<file path="src/rtl/core/sparse_polynomial_merge_add_core_macros.svh">
// ----------------------------------------------------------------------------
// Sparse polynomial merge-add core: assertion macros
// Shared property forms for the concurrent checks of the core.
// ----------------------------------------------------------------------------
`ifndef SPARSE_POLYNOMIAL_MERGE_ADD_CORE_MACROS_SVH
`define SPARSE_POLYNOMIAL_MERGE_ADD_CORE_MACROS_SVH

// Same-cycle implication, ignored while reset is high.
`define SPMA_ASSERT_NOW(label, clk, rst, ante, cons, msg) \
   label: assert property (@(posedge clk) disable iff (rst) (ante) |-> (cons)) \
      else $error(msg);

// Next-cycle implication, ignored while reset is high.
`define SPMA_ASSERT_NEXT(label, clk, rst, ante, cons, msg) \
   label: assert property (@(posedge clk) disable iff (rst) (ante) |=> (cons)) \
      else $error(msg);

`endif

</file>
<file path="src/rtl/core/spma_pkg.sv">
// ----------------------------------------------------------------------------
// Sparse polynomial merge-add package
// Term type, action codes and sequencer states shared by the core.
// ----------------------------------------------------------------------------
package spma_pkg;

   localparam int COEF_W = 16;
   localparam int EXP_W  = 8;
   localparam int SUM_W  = 17;

   typedef struct packed {
      logic signed [COEF_W-1:0] coefficient;
      logic [EXP_W-1:0]         exponent;
   } term_type;

   localparam logic [1:0] ACT_APPEND_A = 2'd0;
   localparam logic [1:0] ACT_APPEND_B = 2'd1;
   localparam logic [1:0] ACT_MERGE    = 2'd2;

   typedef enum logic [3:0] {
      ST_IDLE = 4'b0001,
      ST_LOAD = 4'b0010,
      ST_CALC = 4'b0100,
      ST_HOLD = 4'b1000
   } state_type;

endpackage

</file>
<file path="src/rtl/core/sparse_polynomial_merge_add_core.sv">
// Appends leave the core idle and ready, so they can be accepted back to back.
// A merge emits its terms one at a time: list read, compare and add in the shared
// unit, then the output register; the next read waits until the result is taken.
// A merge of two empty lists presents its single result in the cycle after acceptance.
// Reset is synchronous: counts, drop flag, sequencer and output valid are cleared;
// list contents are not cleared, since only entries below the counts are read.
// ----------------------------------------------------------------------------
// Sparse polynomial merge-add core
// Holds two term lists and merges them in falling exponent order, summing
// terms of equal exponent, through one shared compare and add unit.
// ----------------------------------------------------------------------------
module sparse_polynomial_merge_add_core
   import spma_pkg::*;
#(
   parameter int MAX_TERMS = 16
) (
   input  logic        clock,
   input  logic        reset,
   input  logic        req_tvalid,
   output logic        req_tready,
   input  logic [23:0] req_tdata,   // [15:0] coefficient, [23:16] exponent
   input  logic [1:0]  req_tuser,   // [1:0] action
   output logic        rsp_tvalid,
   input  logic        rsp_tready,
   output logic [31:0] rsp_tdata,   // [16:0] sum_coefficient, [24:17] term_exponent
   output logic [1:0]  rsp_tuser,   // [0] is_empty, [1] overflow_seen
   output logic        rsp_tlast    // last_term
);

   localparam int CW = $clog2(MAX_TERMS + 1);
   localparam int AW = (MAX_TERMS > 1) ? $clog2(MAX_TERMS) : 1;

   state_type state_ff, state_in;
   logic [CW-1:0] cnt_a_ff, cnt_a_in, cnt_b_ff, cnt_b_in;
   logic [CW-1:0] idx_a_ff, idx_a_in, idx_b_ff, idx_b_in;
   logic dropped_ff, dropped_in;
   logic rsp_valid_ff, rsp_valid_in;
   logic signed [SUM_W-1:0] rsp_coef_ff, rsp_coef_in;
   logic [EXP_W-1:0] rsp_exp_ff, rsp_exp_in;
   logic rsp_empty_ff, rsp_empty_in;
   logic rsp_ovf_ff, rsp_ovf_in;
   logic rsp_last_ff, rsp_last_in;

   logic req_fire;
   logic wr_a, wr_b;
   term_type req_term, head_a, head_b;

   logic a_live, b_live, take_a, take_b;
   logic signed [SUM_W-1:0] op_a, op_b;
   logic [CW-1:0] idx_a_next, idx_b_next;

   assign req_term.coefficient = req_tdata[15:0];
   assign req_term.exponent    = req_tdata[23:16];
   assign req_tready = (state_ff == ST_IDLE);
   assign req_fire   = req_tvalid && req_tready;

   spma_list #(.DEPTH(MAX_TERMS), .AW(AW)) u_list_a (
      .clock   (clock),
      .wr_en   (wr_a),
      .wr_addr (cnt_a_ff[AW-1:0]),
      .wr_term (req_term),
      .rd_addr (idx_a_ff[AW-1:0]),
      .rd_term (head_a)
   );

   spma_list #(.DEPTH(MAX_TERMS), .AW(AW)) u_list_b (
      .clock   (clock),
      .wr_en   (wr_b),
      .wr_addr (cnt_b_ff[AW-1:0]),
      .wr_term (req_term),
      .rd_addr (idx_b_ff[AW-1:0]),
      .rd_term (head_b)
   );

   // Shared compare and add: an exhausted list is never picked.
   always_comb begin
      a_live = (idx_a_ff < cnt_a_ff);
      b_live = (idx_b_ff < cnt_b_ff);
      take_a = a_live && (!b_live || (head_a.exponent >= head_b.exponent));
      take_b = b_live && (!a_live || (head_a.exponent <= head_b.exponent));
      op_a   = take_a ? SUM_W'(head_a.coefficient) : '0;
      op_b   = take_b ? SUM_W'(head_b.coefficient) : '0;
      idx_a_next = take_a ? idx_a_ff + CW'(1) : idx_a_ff;
      idx_b_next = take_b ? idx_b_ff + CW'(1) : idx_b_ff;
   end

   always_comb begin
      state_in     = state_ff;
      cnt_a_in     = cnt_a_ff;
      cnt_b_in     = cnt_b_ff;
      idx_a_in     = idx_a_ff;
      idx_b_in     = idx_b_ff;
      dropped_in   = dropped_ff;
      rsp_valid_in = rsp_valid_ff;
      rsp_coef_in  = rsp_coef_ff;
      rsp_exp_in   = rsp_exp_ff;
      rsp_empty_in = rsp_empty_ff;
      rsp_ovf_in   = rsp_ovf_ff;
      rsp_last_in  = rsp_last_ff;
      wr_a         = 1'b0;
      wr_b         = 1'b0;

      case (state_ff)
         ST_IDLE: begin
            if (req_fire) begin
               case (req_tuser)
                  ACT_APPEND_A: begin
                     if (cnt_a_ff == CW'(MAX_TERMS)) begin
                        dropped_in = 1'b1;
                     end else begin
                        wr_a     = 1'b1;
                        cnt_a_in = cnt_a_ff + CW'(1);
                     end
                  end
                  ACT_APPEND_B: begin
                     if (cnt_b_ff == CW'(MAX_TERMS)) begin
                        dropped_in = 1'b1;
                     end else begin
                        wr_b     = 1'b1;
                        cnt_b_in = cnt_b_ff + CW'(1);
                     end
                  end
                  ACT_MERGE: begin
                     idx_a_in = '0;
                     idx_b_in = '0;
                     if (cnt_a_ff == '0 && cnt_b_ff == '0) begin
                        rsp_valid_in = 1'b1;
                        rsp_coef_in  = '0;
                        rsp_exp_in   = '0;
                        rsp_empty_in = 1'b1;
                        rsp_ovf_in   = dropped_ff;
                        rsp_last_in  = 1'b1;
                        state_in     = ST_HOLD;
                     end else begin
                        state_in = ST_LOAD;
                     end
                  end
                  default: begin
                  end
               endcase
            end
         end
         ST_LOAD: begin
            // The list heads are read out of the stores during this cycle.
            state_in = ST_CALC;
         end
         ST_CALC: begin
            rsp_valid_in = 1'b1;
            rsp_coef_in  = op_a + op_b;
            rsp_exp_in   = take_a ? head_a.exponent : head_b.exponent;
            rsp_empty_in = 1'b0;
            rsp_ovf_in   = dropped_ff;
            rsp_last_in  = (idx_a_next >= cnt_a_ff) && (idx_b_next >= cnt_b_ff);
            idx_a_in     = idx_a_next;
            idx_b_in     = idx_b_next;
            state_in     = ST_HOLD;
         end
         ST_HOLD: begin
            if (rsp_tready) begin
               rsp_valid_in = 1'b0;
               if (rsp_last_ff) begin
                  cnt_a_in   = '0;
                  cnt_b_in   = '0;
                  dropped_in = 1'b0;
                  state_in   = ST_IDLE;
               end else begin
                  state_in = ST_LOAD;
               end
            end
         end
         default: begin
            state_in = ST_IDLE;
         end
      endcase
   end

   always_ff @(posedge clock) begin
      if (reset) begin
         state_ff     <= ST_IDLE;
         cnt_a_ff     <= '0;
         cnt_b_ff     <= '0;
         idx_a_ff     <= '0;
         idx_b_ff     <= '0;
         dropped_ff   <= 1'b0;
         rsp_valid_ff <= 1'b0;
      end else begin
         state_ff     <= state_in;
         cnt_a_ff     <= cnt_a_in;
         cnt_b_ff     <= cnt_b_in;
         idx_a_ff     <= idx_a_in;
         idx_b_ff     <= idx_b_in;
         dropped_ff   <= dropped_in;
         rsp_valid_ff <= rsp_valid_in;
      end
   end

   always_ff @(posedge clock) begin
      rsp_coef_ff  <= rsp_coef_in;
      rsp_exp_ff   <= rsp_exp_in;
      rsp_empty_ff <= rsp_empty_in;
      rsp_ovf_ff   <= rsp_ovf_in;
      rsp_last_ff  <= rsp_last_in;
   end

   assign rsp_tvalid = rsp_valid_ff;
   assign rsp_tdata  = {7'b0, rsp_exp_ff, rsp_coef_ff};
   assign rsp_tuser  = {rsp_ovf_ff, rsp_empty_ff};
   assign rsp_tlast  = rsp_last_ff;

`include "sparse_polynomial_merge_add_core_macros.svh"

   `SPMA_ASSERT_NOW(a_idle_no_result, clock, reset, req_tready, !rsp_tvalid, "result pending while ready for input")
   `SPMA_ASSERT_NOW(a_count_bound, clock, reset, 1'b1, (cnt_a_ff <= CW'(MAX_TERMS)) && (cnt_b_ff <= CW'(MAX_TERMS)), "list count beyond capacity")
   `SPMA_ASSERT_NOW(a_empty_is_last, clock, reset, rsp_tvalid && rsp_tuser[0], rsp_tlast, "empty result not marked last")
   `SPMA_ASSERT_NEXT(a_clear_after_merge, clock, reset, rsp_tvalid && rsp_tready && rsp_tlast, (cnt_a_ff == '0) && (cnt_b_ff == '0) && !dropped_ff, "lists not cleared after merge")

endmodule

</file>
<file path="src/rtl/core/spma_list.sv">
// ----------------------------------------------------------------------------
// Term list store
// One list of terms: single write port, single registered read port.
// ----------------------------------------------------------------------------
module spma_list
   import spma_pkg::*;
#(
   parameter int DEPTH = 16,
   parameter int AW    = (DEPTH > 1) ? $clog2(DEPTH) : 1
) (
   input  logic          clock,
   input  logic          wr_en,
   input  logic [AW-1:0] wr_addr,
   input  term_type      wr_term,
   input  logic [AW-1:0] rd_addr,
   output term_type      rd_term
);

   term_type mem [DEPTH];
   term_type rd_term_ff;

   always_ff @(posedge clock) begin
      if (wr_en) begin
         mem[wr_addr] <= wr_term;
      end
      rd_term_ff <= mem[rd_addr];
   end

   assign rd_term = rd_term_ff;

endmodule

</file>
<file path="config.mk">
export PLATFORM = sky130hd
export DESIGN_NAME = sparse_polynomial_merge_add_core
export DESIGN_NICKNAME = d
export VERILOG_FILES = /design/src/rtl/core/spma_pkg.sv /design/src/rtl/core/sparse_polynomial_merge_add_core.sv /design/src/rtl/core/spma_list.sv
export VERILOG_INCLUDE_DIRS = /design/src /design/src/rtl/core
export SDC_FILE = /design/constraint.sdc
export NUM_CORES = 1
export LEC_CHECK = 0
export BUFFER_PORTS_ARGS = -buffer_cell sky130_fd_sc_hd__buf_2
export CAP_MARGIN = 20
export CORE_ASPECT_RATIO = 1.4
export CORE_MARGIN = 2
export CORE_UTILIZATION = 50
export CTS_CLUSTER_SIZE = 25
export DETAILED_ROUTE_END_ITERATION = 10
export PLACE_DENSITY_LB_ADDON = 0.1
export SLEW_MARGIN = 20
export SYNTH_ARGS = -nofsm -noshare
export SYNTH_HDL_FRONTEND = slang
export SYNTH_SLANG_ARGS = --single-unit
</file>
<file path="constraint.sdc">
create_clock -name clock -period 5.9 [get_ports clock]
set_input_delay 0.295 -clock clock [delete_from_list [all_inputs] [get_ports clock]]
set_output_delay 0.295 -clock clock [all_outputs]
set_load 0.02 [all_outputs]
</file>
==> results.toml <==
[status]
status = "finished clean"

[detailed_routing]
drtIter0Drc = 1579
wire_per_inst_um = 28.9
drtPass1Iterations = 5
routed_wl_mm = 77.1
via_count = 16100
drc = 0
antenna_left = 0
via_per_inst = 6.03

[placement]
io_buffer_count = 59
place.gp.congestion = 0.854
dp.cells = 2505
dp_hpwl_mm = 42.8

[yosys]
synth_compound_area_share_pct = 2.04
synthSimpleGateAreaFrac_pct = 3.31
synth_fa_ha_area_share_pct = 1.97
synth_top_family_by_area = "multiplexers"
yosys_register_bits = 870
ys_warn_count = 0
synthMuxAreaShare_pct = 16.3
synth_area_per_cell_um2 = 20.9
synth_xor_xnor_area_share_pct = 0.565
synth_edf_count = 796
synthesis.area_um2 = 34100
ys.flop_type = "edfxtp_1"
ys_seq_area_share_pct = 74.5
ys_types = 59
async_flop_share_pct = 0
synthCells = 1629

[sta]
setup_tns_ns = 0
whs_ns = 0.130
setup_viol = 0
hold_viol = 0
tightest_slew_ns = 1.11
post-route-period-util_pct = 86.2
min_period_ns = 5.09
clock_skew_ns = 0.0181
fmax_mhz = 197
drv_slew = 0
slew_headroom_pct = 26.0
grt_setup_unrepaired = "false"

[global_route]
antenna_found_initial = 0
grt_pass1_wl_mm = 114
grt.overflow.total = 0
grt_pass1_vias = 16700
grt_max_degree = 64
track_usage_pct = 22.7

[clock_network]
cts-root-buf = "clkbuf_16"
path_clk_slew_ns = 0.06
tritoncts = "done"
cts_hold_buf = 2
cts_buffer_depth = 3
post_cts_resize_count = 0
post-cts-setup-buffers = 0
h-tree-depth = 3
numClockSinks = 870
numCtsBuffers = 82
worstSkewPairLatency_ns = 0.64

[setup_path]
endpoint_kind = "flip-flop"
r2r_start = "cnt_a_ff[2]"
crit_path_start_kind = "flip-flop"
path_class = "reg2reg"
worst_ep_arrival_time_ns = 5.49
critPathRequiredTime_ns = 6.30
critPathMaxFanout = 18
cp-startpoint = "cnt_a_ff[2]"

[floorplan]
ioPinCount = 67
die_area_um2 = 70300
die_height_um = 313
initial_core_util_pct = 50.3
core-area_um2 = 67700
dieWidth_um = 225
rows = 113

[run]
drv_cap = 0

[final_layout]
fin_nets = 1820
synthToLayoutAreaGrowth_pct = 13.0
drive_gt1_share_pct = 28.4
fin_cells = 2669

[power_and_ir_drop]
vdd_ir_drop_max_uv = 186
leakagePower_uw = 0.0121
pwr_density_cell_nw_per_um2 = 334

[min_path]
hold_path.class = "in2reg"
min_from = "req_tuser[1]"
## state kept, by name (all words and copies together) (netlist names), 4 cells and up
register / cells
cnt_a_ff: 5
u_list_b.rd_term: 24
u_list_a.mem: 384
idx_a_ff: 5
cnt_b_ff: 5
rsp_coef_ff: 17
state_ff: 4
idx_b_ff: 5
rsp_exp_ff: 8
u_list_b.mem: 384
u_list_a.rd_term: 24
## per-stage QoR
step	instance area [um2]	power [uW]	worst slack (ns)	util, %
after floorplan	34100	7430	1.53	-
after global placement	35600	7720	0.932	52.6
after detailed placement	35600	7740	0.866	52.6
after CTS	38300	13000	0.843	56.6
after global routing	38500	13300	0.409	56.9
final	38500	12900	0.812	56.9
## cells in the mapped netlist, types with 6 or more instances
master | number | area [um2]
and3_1 | 7 | 43.8
buf_1 | 8 | 30.0
nand2b_1 | 11 | 68.8
a31oi_1 | 11 | 68.8
buf_2 | 24 | 120
a211oi_1 | 7 | 52.6
nand3_1 | 9 | 45.0
xnor2_1 | 16 | 140
dfxtp_1 | 74 | 1480
a21oi_1 | 22 | 110
xor2_1 | 6 | 52.6
inv_1 | 24 | 90.1
o21ai_0 | 14 | 70.1
nor2_1 | 71 | 267
and2_1 | 35 | 219
a21o_1 | 17 | 128
clkbuf_1 | 41 | 154
nor3_1 | 16 | 80.1
ha_1 | 52 | 651
mux2i_1 | 12 | 120
nand2_1 | 44 | 165
mux4_2 | 240 | 5410
buf_4 | 9 | 67.6
edfxtp_1 | 796 | 23900
## kinds of logic (layout without fill, tap and decap cells)
family | after synthesis | in the layout
AO/OA/AOI/OAI | 101 | 101
adder cells (fa/ha/maj) | 53 | 53
other | 1 | 8
buffers and inverters | 106 | 277
multiplexers | 254 | 254
AND/OR/NAND/NOR | 222 | 222
XOR/XNOR | 22 | 22
flip-flops | 870 | 870
## layer usage
metal / global-route usage [%] / routed length [um] / vias up
li1: - / - / 6917
met1: 32.4 / 33000 / 8676
met2: 37.6 / 39300 / 416
met3: 2.87 / 3640 / 87
met4: 5.70 / 1240 / 0
met5: 0 / 0 / -
## power by group
group | leakage, uW | internal, uW | total, uW | switching [uW]
logic | 0.00297 | 244 | 718 | 475
registers | 0.00778 | 6830 | 6890 | 62.4
clock network | 0.00132 | 3000 | 5260 | 2260
total | 0.0121 | 10100 | 12900 | 2800
## cells in the final DEF (no fill, tap or decap), drive strengths merged, types with 5 or more instances in the layout
| cell type | n |
|---|---|
| nand3 | 9 |
| clkbuf | 119 |
| and2 | 35 |
| bufinv | 5 |
| dfxtp | 74 |
| mux2i | 12 |
| o211ai | 5 |
| ha | 52 |
| inv | 26 |
| edfxtp | 796 |
| nor2 | 71 |
| nand4 | 5 |
| nor3 | 17 |
| buf | 98 |
| conb | 7 |
| o21ai | 15 |
| and3 | 7 |
| a211oi | 7 |
| a21o | 17 |
| nand2b | 11 |
| a21oi | 24 |
| clkinv | 27 |
| a31oi | 13 |
| xnor2 | 16 |
| mux4 | 240 |
| nand2 | 45 |
| xor2 | 6 |
| nor2b | 5 |
## path summary, 6_finish.rpt
kind,end,slack [ns],cells after the start
worst max-delay path,rsp_coef_ff[14],0.81,18
worst min-delay path,dropped_ff,0.13,4
worst max register to register,rsp_coef_ff[14],0.81,18
worst min register to register,rsp_ovf_ff,0.44,0
## area by class of cell
type                            count  area [um2]
Clock inverter                     34         330
Fill cell                        5009       29200
Tap cell                          862        1080
Clock buffer                      119        2350
Timing Repair Buffer              100         747
Sequential cell                   870       25400
Inverter                           24        90.1
Antenna cell                        1        2.50
Multi-Input combinational cell    659        8510
## critical path, stage by stage (launching register included)
cell and delay (ns):
dfxtp_1 0.59, inv_1 0.18, ha_1 0.35, a21o_1 0.17, a31oi_1 0.15, o21ai_0 0.23, a221oi_1 0.26, buf_4 0.23
nor2b_1 0.06, buf_4 0.19, and2_1 0.17, ha_1 0.24, fa_1 0.48, a211oi_1 0.33, o21bai_1 0.11, a21oi_1 0.37
o2111ai_1 0.24, a41o_1 0.29, and3b_1 0.16
Note: power is estimated with default switching activity, not from simulation.
